===== src/rtl/htd_pkg.sv =====
// Shared types and constants for the Huffman tree-table decoder.
// No dependencies; used by every module of the block but htd_ram.
package htd_pkg;

  localparam int TABLE_DEPTH_DEF = 512;
  localparam int SYMBOL_BITS     = 8;
  localparam int WORD_BITS       = 16;
  localparam int IDX_BITS        = 9;
  localparam int NODE_BITS       = 2 * IDX_BITS;
  localparam int POS_BITS        = 4;
  localparam int COUNT_BITS      = 5;

  // input tdata field layout, lowest bit first
  localparam int IN_ENTRY_LSB    = 0;
  localparam int IN_BZERO_LSB    = IN_ENTRY_LSB + IDX_BITS;
  localparam int IN_BONE_LSB     = IN_BZERO_LSB + IDX_BITS;
  localparam int IN_CODE_LSB     = IN_BONE_LSB + IDX_BITS;
  localparam int IN_FIRST_LSB    = IN_CODE_LSB + WORD_BITS;
  localparam int IN_COUNT_LSB    = IN_FIRST_LSB + POS_BITS;
  localparam int IN_RESTART_LSB  = IN_COUNT_LSB + COUNT_BITS;
  localparam int IN_USED_BITS    = IN_RESTART_LSB + 1;
  localparam int S_TDATA_BITS    = ((IN_USED_BITS + 7) / 8) * 8;
  localparam int M_TDATA_BITS    = ((SYMBOL_BITS + 7) / 8) * 8;

  typedef enum logic {
    MODE_WRITE  = 1'b0,
    MODE_DECODE = 1'b1
  } mode_e;

  typedef enum logic [1:0] {
    ST_IDLE,
    ST_LOAD,
    ST_STEP,
    ST_FLUSH
  } state_e;

  typedef struct packed {
    logic take_write;  // store one node
    logic take_word;   // latch a code word
    logic issue;       // consume one bit, start a table read
    logic eval;        // act on the table read result
    logic flush;       // send the held symbol as last of word
  } cmd_t;

  typedef struct packed {
    mode_e mode;
    logic  start_empty;  // incoming word has no bits to walk
    logic  more;         // bits left to issue
    logic  leaf;         // table read result is a leaf
    logic  pend_valid;   // a symbol is held back
    logic  out_free;     // output register can load
  } status_t;

endpackage


===== src/rtl/htd_ctrl.sv =====
// Sequencer for the Huffman tree-table decoder.
// Depends on htd_pkg (state, command and status types).
module htd_ctrl (
  input  logic             clk_i,
  input  logic             rst_ni,
  input  logic             in_valid_i,
  output logic             in_ready_o,
  input  htd_pkg::status_t status_i,
  output htd_pkg::cmd_t    cmd_o
);

  htd_pkg::state_e state_q, state_d;
  logic            stall;

  always_ff @(posedge clk_i or negedge rst_ni) begin
    if (!rst_ni) begin
      state_q <= htd_pkg::ST_IDLE;
    end else begin
      state_q <= state_d;
    end
  end

  // a second leaf cannot replace the held one until the output can load
  assign stall = status_i.leaf && status_i.pend_valid && !status_i.out_free;

  always_comb begin
    state_d    = state_q;
    cmd_o      = '0;
    in_ready_o = 1'b0;
    case (state_q)
      htd_pkg::ST_IDLE: begin
        in_ready_o = 1'b1;
        if (in_valid_i) begin
          if (status_i.mode == htd_pkg::MODE_WRITE) begin
            cmd_o.take_write = 1'b1;
          end else begin
            cmd_o.take_word = 1'b1;
            if (!status_i.start_empty) begin
              state_d = htd_pkg::ST_LOAD;
            end
          end
        end
      end
      htd_pkg::ST_LOAD: begin
        cmd_o.issue = 1'b1;
        state_d     = htd_pkg::ST_STEP;
      end
      htd_pkg::ST_STEP: begin
        if (!stall) begin
          cmd_o.eval = 1'b1;
          if (status_i.more) begin
            cmd_o.issue = 1'b1;
          end else begin
            state_d = htd_pkg::ST_FLUSH;
          end
        end
      end
      htd_pkg::ST_FLUSH: begin
        if (!status_i.pend_valid) begin
          state_d = htd_pkg::ST_IDLE;
        end else if (status_i.out_free) begin
          cmd_o.flush = 1'b1;
          state_d     = htd_pkg::ST_IDLE;
        end
      end
      default: begin
        state_d = htd_pkg::ST_IDLE;
      end
    endcase
  end

endmodule


===== config.mk =====
export PLATFORM = sky130hd
export DESIGN_NAME = htd_ctrl
export DESIGN_NICKNAME = d
export VERILOG_FILES = /design/src/rtl/htd_pkg.sv /design/src/rtl/htd_ctrl.sv
export SDC_FILE = /design/constraint.sdc
export NUM_CORES = 1
export LEC_CHECK = 0
export ABC_AREA = 1
export BUFFER_PORTS_ARGS = -buffer_cell sky130_fd_sc_hd__buf_2
export CAP_MARGIN = 30
export CORE_AREA = 8 8 45 47
export DETAILED_ROUTE_END_ITERATION = 12
export DIE_AREA = 0 0 53 55
export HOLD_SLACK_MARGIN = 0.02
export PLACE_DENSITY_LB_ADDON = 0.08
export SYNTH_ARGS = -nofsm -noshare
export SYNTH_HDL_FRONTEND = slang
export SYNTH_SLANG_ARGS = --single-unit
export TNS_END_PERCENT = 100

===== constraint.sdc =====
create_clock -name clk_i -period 3.12 [get_ports clk_i]
set_input_delay 0.468 -clock clk_i [delete_from_list [all_inputs] [get_ports clk_i]]
set_output_delay 0.468 -clock clk_i [all_outputs]
set_load 0.1 [all_outputs]

# Word level (Yosys, flattened, before mapping)
# Cells that the tools add are included.
# W data, S select, Z words.
[op_classes] eq_ne=9 mux=20 reduce_logical=5
[ops] op="$mux W2" count=10
[ops] op="$ne A2 B2 Y1 const B" count=5
[ops] op="$mux W1" count=8
[ops] op="$pmux W2 S4" count=1
[ops] op="$reduce_and A6 Y1" count=1
[ops] op="$eq A2 B2 Y1 const B" count=2
[ops] op="$ne A3 B3 Y1 const B" count=1
[ops] op="$eq A2 B1 Y1 const B" count=1
[ops] op="$logic_and A1 B1 Y1" count=2
[ops] op="$logic_not A2 Y1" count=1
[ops] op="$pmux W1 S2" count=1
[ops] op="$logic_not A1 Y1" count=1
[word_totals] register_bits=2

# Logic depth before layout (Yosys ltp)
# Gate-level depths: netlist (run 1).
[depth] depth_word=4 ltp_mapped=9 ltp_nobuf=9

# Worst setup path before layout (run 1)
# No wires, ideal clock.
[synth_timing] path_kind="register -> output" start="reg state_q[0]" end="out cmd_o[4] (netlist name)" required_ps=2652 path_stages_with_launch=5 arrival_ps=2863 n_path_buf=0 slack_ps=-211 path_cell_list="dfrtp_1 > inv_1 > ha_1 > nand2_1 > nor2_1"
[synth_rtl] item="from (decl)" line_no="htd_ctrl.sv:12" rtl="htd_pkg::state_e state_q, state_d;"
[synth_rtl] item="from (signal assigned)" line_no="htd_ctrl.sv:17" rtl="state_q <= htd_pkg::ST_IDLE;"
[synth_rtl] item="from (signal assigned)" line_no="htd_ctrl.sv:19" rtl="state_q <= state_d;"
[synth_rtl] item="to (decl)" line_no="htd_ctrl.sv:9" rtl="output htd_pkg::cmd_t cmd_o"

==> parameters.txt, run 1 <==
Parameter                              Value

CTS
  TritonCTS buffer count ... 3
  Clock-pin slew on the worst setup and hold paths ... 30 ps
  Sink Count ... 2
  Total number of H-tree levels ... 1
  Clock tree from TritonCTS ... built
  # hold bufs at CTS ... 1
  Latest clock arrival within the worst-skew pair ... 220 ps
  Max clock buf depth ... 2
  Total of cells resized after clock tree synthesis ... 0
  Cell at the root of the clock tree ... sky130_fd_sc_hd__clkbuf_4
  Buffers inserted during post-CTS setup optimization ... 0

Timing
  Worst-margin pin slew ... 493 ps
  Unrepaired setup endpoints after global routing ... false
  Pins Over Slew Limit ... 0
  Relative slew slack ... 67.4%
  Final Hold Violating Endpoints ... 0
  Clock tree skew after final layout ... 0.269 ps
  Minimum period implied by the final worst setup slack ... 2130 ps
  Slack of the critical path ... 986 ps
  Final-layout setup total negative slack ... 0 ps
  Hold slack ... 545 ps
  Number of setup violations in the final report ... 0
  Final Cycle Share ... 68.4%
  Maximum clock rate ... 0.469 GHz

Synthesis
  Cell types with the largest area share after synthesis ... sky130_fd_sc_hd__ha_1 21%, sky130_fd_sc_hd__dfrtp_1 17%, sky130_fd_sc_hd__inv_1 14%
  Cell area after synthesis ... 293 µm²
  Yosys top cell by area ... sky130_fd_sc_hd__ha_1
  Mean instance size in the synthesized netlist ... 6.65 µm²
  Net Count, Synth ... 58
  Sequential share of the synthesized area ... 17.1%
  Count of different cell masters after synthesis ... 15
  Synth Instances ... 44
  Total of flip-flops plus latches after synthesis ... 2
  Yosys synthesis warning count ... 0
  Area share of the largest cell type after synthesis ... 21.4%

Placement
  Number of port buffers ... 14
  HPWL Detailed ... 661 µm
  Post-place setup slack ... 1210 ps
  RD Place Congestion ... 0.683

Global route
  Global-route wire length before repair ... 1.21 mm
  Gr ovfl total ... 0
  Global Route Usage Sum ... 5.52%
  Number of global-route vias before repair ... 331
  Antenna violations before repair ... 0
  Maximum number of pins on one net before global-route repair ... 5

Setup path
  Gate family responsible for the most delay along the worst path ... buffers and inverters
  Cell-by-cell listing of the critical path ... inv_1 -> ha_1 -> nand2_2 -> nor2_1 -> o21a_1 -> buf_2
  Master of the slowest instance on the critical path ... sky130_fd_sc_hd__buf_2
  Setup crit start kind ... flip-flop
  Crit path DAT ... 1670 ps
  Maximum cell stage delay along the critical path ... 420 ps
  Critical path peak fanout ... 4
  Crit Reg-Reg Startpoint ... state_q[0]
  Worst setup path class ... flip-flop to output port
  Total stage count of the critical path ... 6
  R2r worst-path depth ... 8
  Buffers and inverters on the worst path ... 2
  Capture point of the worst reg-to-reg path ... state_q[1]
  Required time at the worst-slack endpoint ... 2650 ps
  Endpoint kind of the worst setup timing path ... output port
  R2r setup slk ... 1820 ps

Worst hold path
  Cell count of the worst hold path ... 2
  Hold Path Class ... flip-flop to flip-flop
  Worst min-delay path endpoint ... state_q[1]
  Start point of the worst min-delay path ... state_q[1]

Layout
  Biggest registers after layout ... state_q (2)
  ANT cells ... 0
  Count of nets after finishing ... 78
  FF+latch area ... 50.0 µm²
  Area occupied by multi-input gates ... 201 µm²
  Largest register FFs ... 2
  Fill cell total of the finished layout ... 168
  Largest register by flop count ... state_q
  Top library cells by usage in the layout, fill and taps aside ... 14 x sky130_fd_sc_hd__buf_2, 11 x sky130_fd_sc_hd__inv_1, 6 x sky130_fd_sc_hd__nand2_1, 5 x sky130_fd_sc_hd__ha_1, 4 x sky130_fd_sc_hd__nor2_1
  Area growth, synth to finish ... 44.4%
  Fraction of final layout cells with drive strength greater than 1 ... 41.9%
  Leading cell type in the layout, fill and taps excluded ... sky130_fd_sc_hd__buf_2

Drt
  Post-detailed-route DRC marker count ... 0
  Detailed-route wire length ... 743 µm
  Post-route antenna net violation count ... 0
  Via density per instance ... 3.86
  TritonRoute pass-1 iters ... 2
  Count of routing violations after the opening detailed-route iteration ... 5
  Post-DR wirelength/cell ... 9.53 µm
  Number of vias after detailed routing ... 301

Status
  Run status ... complete, no violations

Die
  Total Die Area ... 0.00292 mm²
  Initial core utilization ... 21.2%
  Die Y-Extent ... 55 µm
  Rows ... 14
  Die width ... 53 µm
  Area inside the core boundary ... 0.00138 mm²
  IO Count ... 15

Job
  Reported max-cap violation count ... 0
## layout make-up
cell class / instances / share of cell area [%]
clock buffers: 3 / 5.33
well taps: 16 / 4.73
flip-flops and latches: 2 / 11.8
inverters: 13 / 11.5
multi-input cells: 29 / 47.6
repair buffers: 15 / 18.9
## cells by family (layout without fill, tap and decap cells)
kind of cell | Yosys count | after routing | share of synthesized area, %
simple gates | 21 | 21 | 38.9
buf+inv | 13 | 31 | 16.7
fa+ha+maj | 5 | 5 | 21.4
compound gates | 3 | 3 | 5.98
flops | 2 | 2 | 17.1
## how the worst max path moves through the flow
stage                from        to
2_1_floorplan  state_q[0]  cmd_o[4]
3_3_place_gp   state_q[0]  cmd_o[2]
3_5_place_dp   state_q[0]  cmd_o[2]
4_1_cts        state_q[0]  cmd_o[2]
5_1_grt        state_q[0]  cmd_o[2]
6_report       state_q[0]  cmd_o[2]
## metal layers
layer | routed length [µm] | part of all wire [%] | up-vias | GRT usage (%)
li1 | - | - | 167 | -
met4 | 0 | 0 | 0 | 2.59
met1 | 310 | 42 | 129 | 5.32
met5 | 0 | 0 | - | 0
met3 | 39 | 5.2 | 0 | 2.41
met2 | 393 | 53 | 5 | 9.96
## cells in the mapped netlist
cell and number:
sky130_fd_sc_hd__inv_1 11, sky130_fd_sc_hd__nand2_1 6, sky130_fd_sc_hd__ha_1 5, sky130_fd_sc_hd__nor2_1 5, sky130_fd_sc_hd__nand3_1 3, sky130_fd_sc_hd__dfrtp_1 2
sky130_fd_sc_hd__inv_2 2, sky130_fd_sc_hd__nand2_2 2, sky130_fd_sc_hd__o21ai_1 2, sky130_fd_sc_hd__nand3_2 1, sky130_fd_sc_hd__nand3_4 1, sky130_fd_sc_hd__nand4_1 1
sky130_fd_sc_hd__nor2_2 1, sky130_fd_sc_hd__nor3_1 1, sky130_fd_sc_hd__o21a_1 1
## through the flow
step	std cells	utilization (%)	instance area [µm²]
final	78	30.6	423
after detailed placement	74	28.2	390
after CTS	78	30.6	423
after global placement	74	28.2	390
after global routing	78	30.6	423
after floorplan	44	-	300
## worst min-delay path, cell delays in order (launching register included)
cell,delay (ps)
sky130_fd_sc_hd__dfrtp_1,370
sky130_fd_sc_hd__o21ai_1,80
sky130_fd_sc_hd__nand2_1,50
Power of run 1 is not shown: default switching activity piles up to over one toggle a cycle in this logic, so the estimate is an artifact.
==> inputs of run 2 (changes only) <==
==> constraint.sdc (replaced) <==
create_clock -name clk_i -period 2.05 [get_ports clk_i]
set_input_delay 0.3075 -clock clk_i [delete_from_list [all_inputs] [get_ports clk_i]]
set_output_delay 0.3075 -clock clk_i [all_outputs]
set_load 0.1 [all_outputs]
==> parameters.txt, run 2 (synthesis gave the netlist of run 1 again) <==
Parameter                              Value

Status
  Run status ... complete, no violations

Timing
  Number of setup violations in the final report ... 0 (unchanged)
  Unrepaired setup endpoints after global routing ... false
  Worst-margin pin slew ... 489 ps (-3.47 ps)
  Minimum period implied by the final worst setup slack ... 1910 ps
  Relative slew slack ... 67.6% (+0.23 points)
  Final Cycle Share ... 93.3%
  Hold slack ... 398 ps (-147 ps)
  Pins Over Slew Limit ... 0 (unchanged)
  Clock tree skew after final layout ... 3.39 ps (+3.12 ps)
  Final Hold Violating Endpoints ... 0 (unchanged)
  Maximum clock rate ... 0.523 GHz

Placement
  RD Place Congestion ... 0.670 (-2.0%)
  Number of port buffers ... 14 (unchanged)
  HPWL Detailed ... 664 µm (+0.42%)

Layout
  Largest register FFs ... 2 (unchanged)
  Biggest registers after layout ... state_q (2)
  Count of nets after finishing ... 78 (unchanged)
  Top library cells by usage in the layout, fill and taps aside ... 13 x sky130_fd_sc_hd__buf_2, 11 x sky130_fd_sc_hd__inv_1, 6 x sky130_fd_sc_hd__nand2_1, 4 x sky130_fd_sc_hd__ha_1
  Leading cell type in the layout, fill and taps excluded ... sky130_fd_sc_hd__buf_2
  Share of the core filled with cells ... 33.0% (+2.4 points)
  Area growth, synth to finish ... 56.0%
  Fraction of final layout cells with drive strength greater than 1 ... 46.8% (+4.8 points)
  Largest register by flop count ... state_q
  ANT cells ... 0 (unchanged)

CTS
  Clock tree from TritonCTS ... built
  Max clock buf depth ... 2 (unchanged)
  TritonCTS buffer count ... 3 (unchanged)
  Latest clock arrival within the worst-skew pair ... 220 ps (about the same)
  Total of cells resized after clock tree synthesis ... 0 (unchanged)
  Clock-pin slew on the worst setup and hold paths ... 30 ps (about the same)
  Sink Count ... 2 (unchanged)
  Cell at the root of the clock tree ... sky130_fd_sc_hd__clkbuf_4
  Total number of H-tree levels ... 1 (unchanged)

Global route
  Global Route Usage Sum ... 5.85% (+0.33 points)
  Maximum number of pins on one net before global-route repair ... 5 (unchanged)
  Antenna violations before repair ... 0 (unchanged)
  Number of global-route vias before repair ... 330 (-0.30%)
  Gr ovfl total ... 0 (unchanged)
  Global-route wire length before repair ... 1.31 mm (+8.0%)

Setup path
  Critical path peak fanout ... 4 (unchanged)
  Crit path DAT ... 1610 ps (-60 ps)
  R2r worst-path depth ... 8 (unchanged)
  Crit Reg-Reg Startpoint ... state_q[0]
  Setup crit start kind ... flip-flop
  Capture point of the worst reg-to-reg path ... state_q[1]
  Required time at the worst-slack endpoint ... 1740 ps (-910 ps)
  Endpoint kind of the worst setup timing path ... output port
  R2r setup slk ... 720 ps (-1100 ps)
  Worst setup path class ... flip-flop to output port

Drt
  Post-route antenna net violation count ... 0 (unchanged)
  Detailed-route wire length ... 773 µm (+4.0%)
  Post-DR wirelength/cell ... 9.91 µm (+4.0%)
  Number of vias after detailed routing ... 315 (+4.7%)
  TritonRoute pass-1 iters ... 2 (unchanged)
  Post-detailed-route DRC marker count ... 0 (unchanged)
  Via density per instance ... 4.04 (+4.7%)
  Count of routing violations after the opening detailed-route iteration ... 2 (-3)

Die
  Rows ... 14 (unchanged)
  Total Die Area ... 0.00292 mm² (unchanged)
  Area inside the core boundary ... 0.00138 mm² (unchanged)
  Initial core utilization ... 21.2% (unchanged)
  Die Y-Extent ... 55 µm (unchanged)
  IO Count ... 15 (unchanged)
  Die width ... 53 µm (unchanged)

Worst hold path
  Hold Path Class ... input port to async pin

Job
  Reported max-cap violation count ... 0 (unchanged)
run 2: cell counts in the layout (fill, tap and decap cells not counted):
Identical to the previous run, type by type.
run 2: layer usage:
| layer | vias to the layer above | share of wire, % | GRT usage [%] |
|---|---|---|---|
| met3 | 0 | 6.2 | 2.67 |
| met1 | 143 | 42 | 6.09 |
| met5 | - | 0 | 0 |
| met4 | 0 | 0 | 2.59 |
| met2 | 5 | 51 | 9.96 |
| li1 | 167 | - | - |
run 2: area by class of cell:
type,count,area (µm²)
clock buffers,3,22.5
fillers,163,927
inverters,13,48.8
multi-input cells,29,220
flip-flops and latches,2,50.0
well taps,16,20.0
repair buffers,15,95.1
run 2: how the worst max path moves through the flow:
stage | slack (ps) | cells past startpoint | end | start
after global placement | 370 | 5 | cmd_o[4] | state_q[0]
after detailed placement | 350 | 5 | cmd_o[4] | state_q[0]
after floorplan | -40 | 4 | cmd_o[4] | state_q[0]
after CTS | 110 | 5 | cmd_o[4] | state_q[0]
final | 140 | 5 | cmd_o[4] | state_q[0]
after global routing | 50 | 5 | cmd_o[4] | state_q[0]
run 2: what timing repair did:
item,in CTS,in global routing
endpoints found under the hold margin,2,0
hold buffers,1,0
setup buffers,0,0
run 2: critical path, cell delays in order, from the launching register on:
cell	delay (ps)
sky130_fd_sc_hd__dfrtp_1	400
sky130_fd_sc_hd__inv_1	130
sky130_fd_sc_hd__ha_2	200
sky130_fd_sc_hd__nand2_1	130
sky130_fd_sc_hd__nor2_4	100
sky130_fd_sc_hd__buf_2	420
run 2: per-stage QoR:
step	instance area, µm²	TNS, ps	cells	worst slack (ps)
floorplan	319	-36.3	44	-36.3
global placement	424	0	74	370
detailed placement	424	0	74	348
CTS	457	0	78	111
global route	457	0	78	48.6
finish	457	0	78	137
Power of run 2 is left out for the same reason.
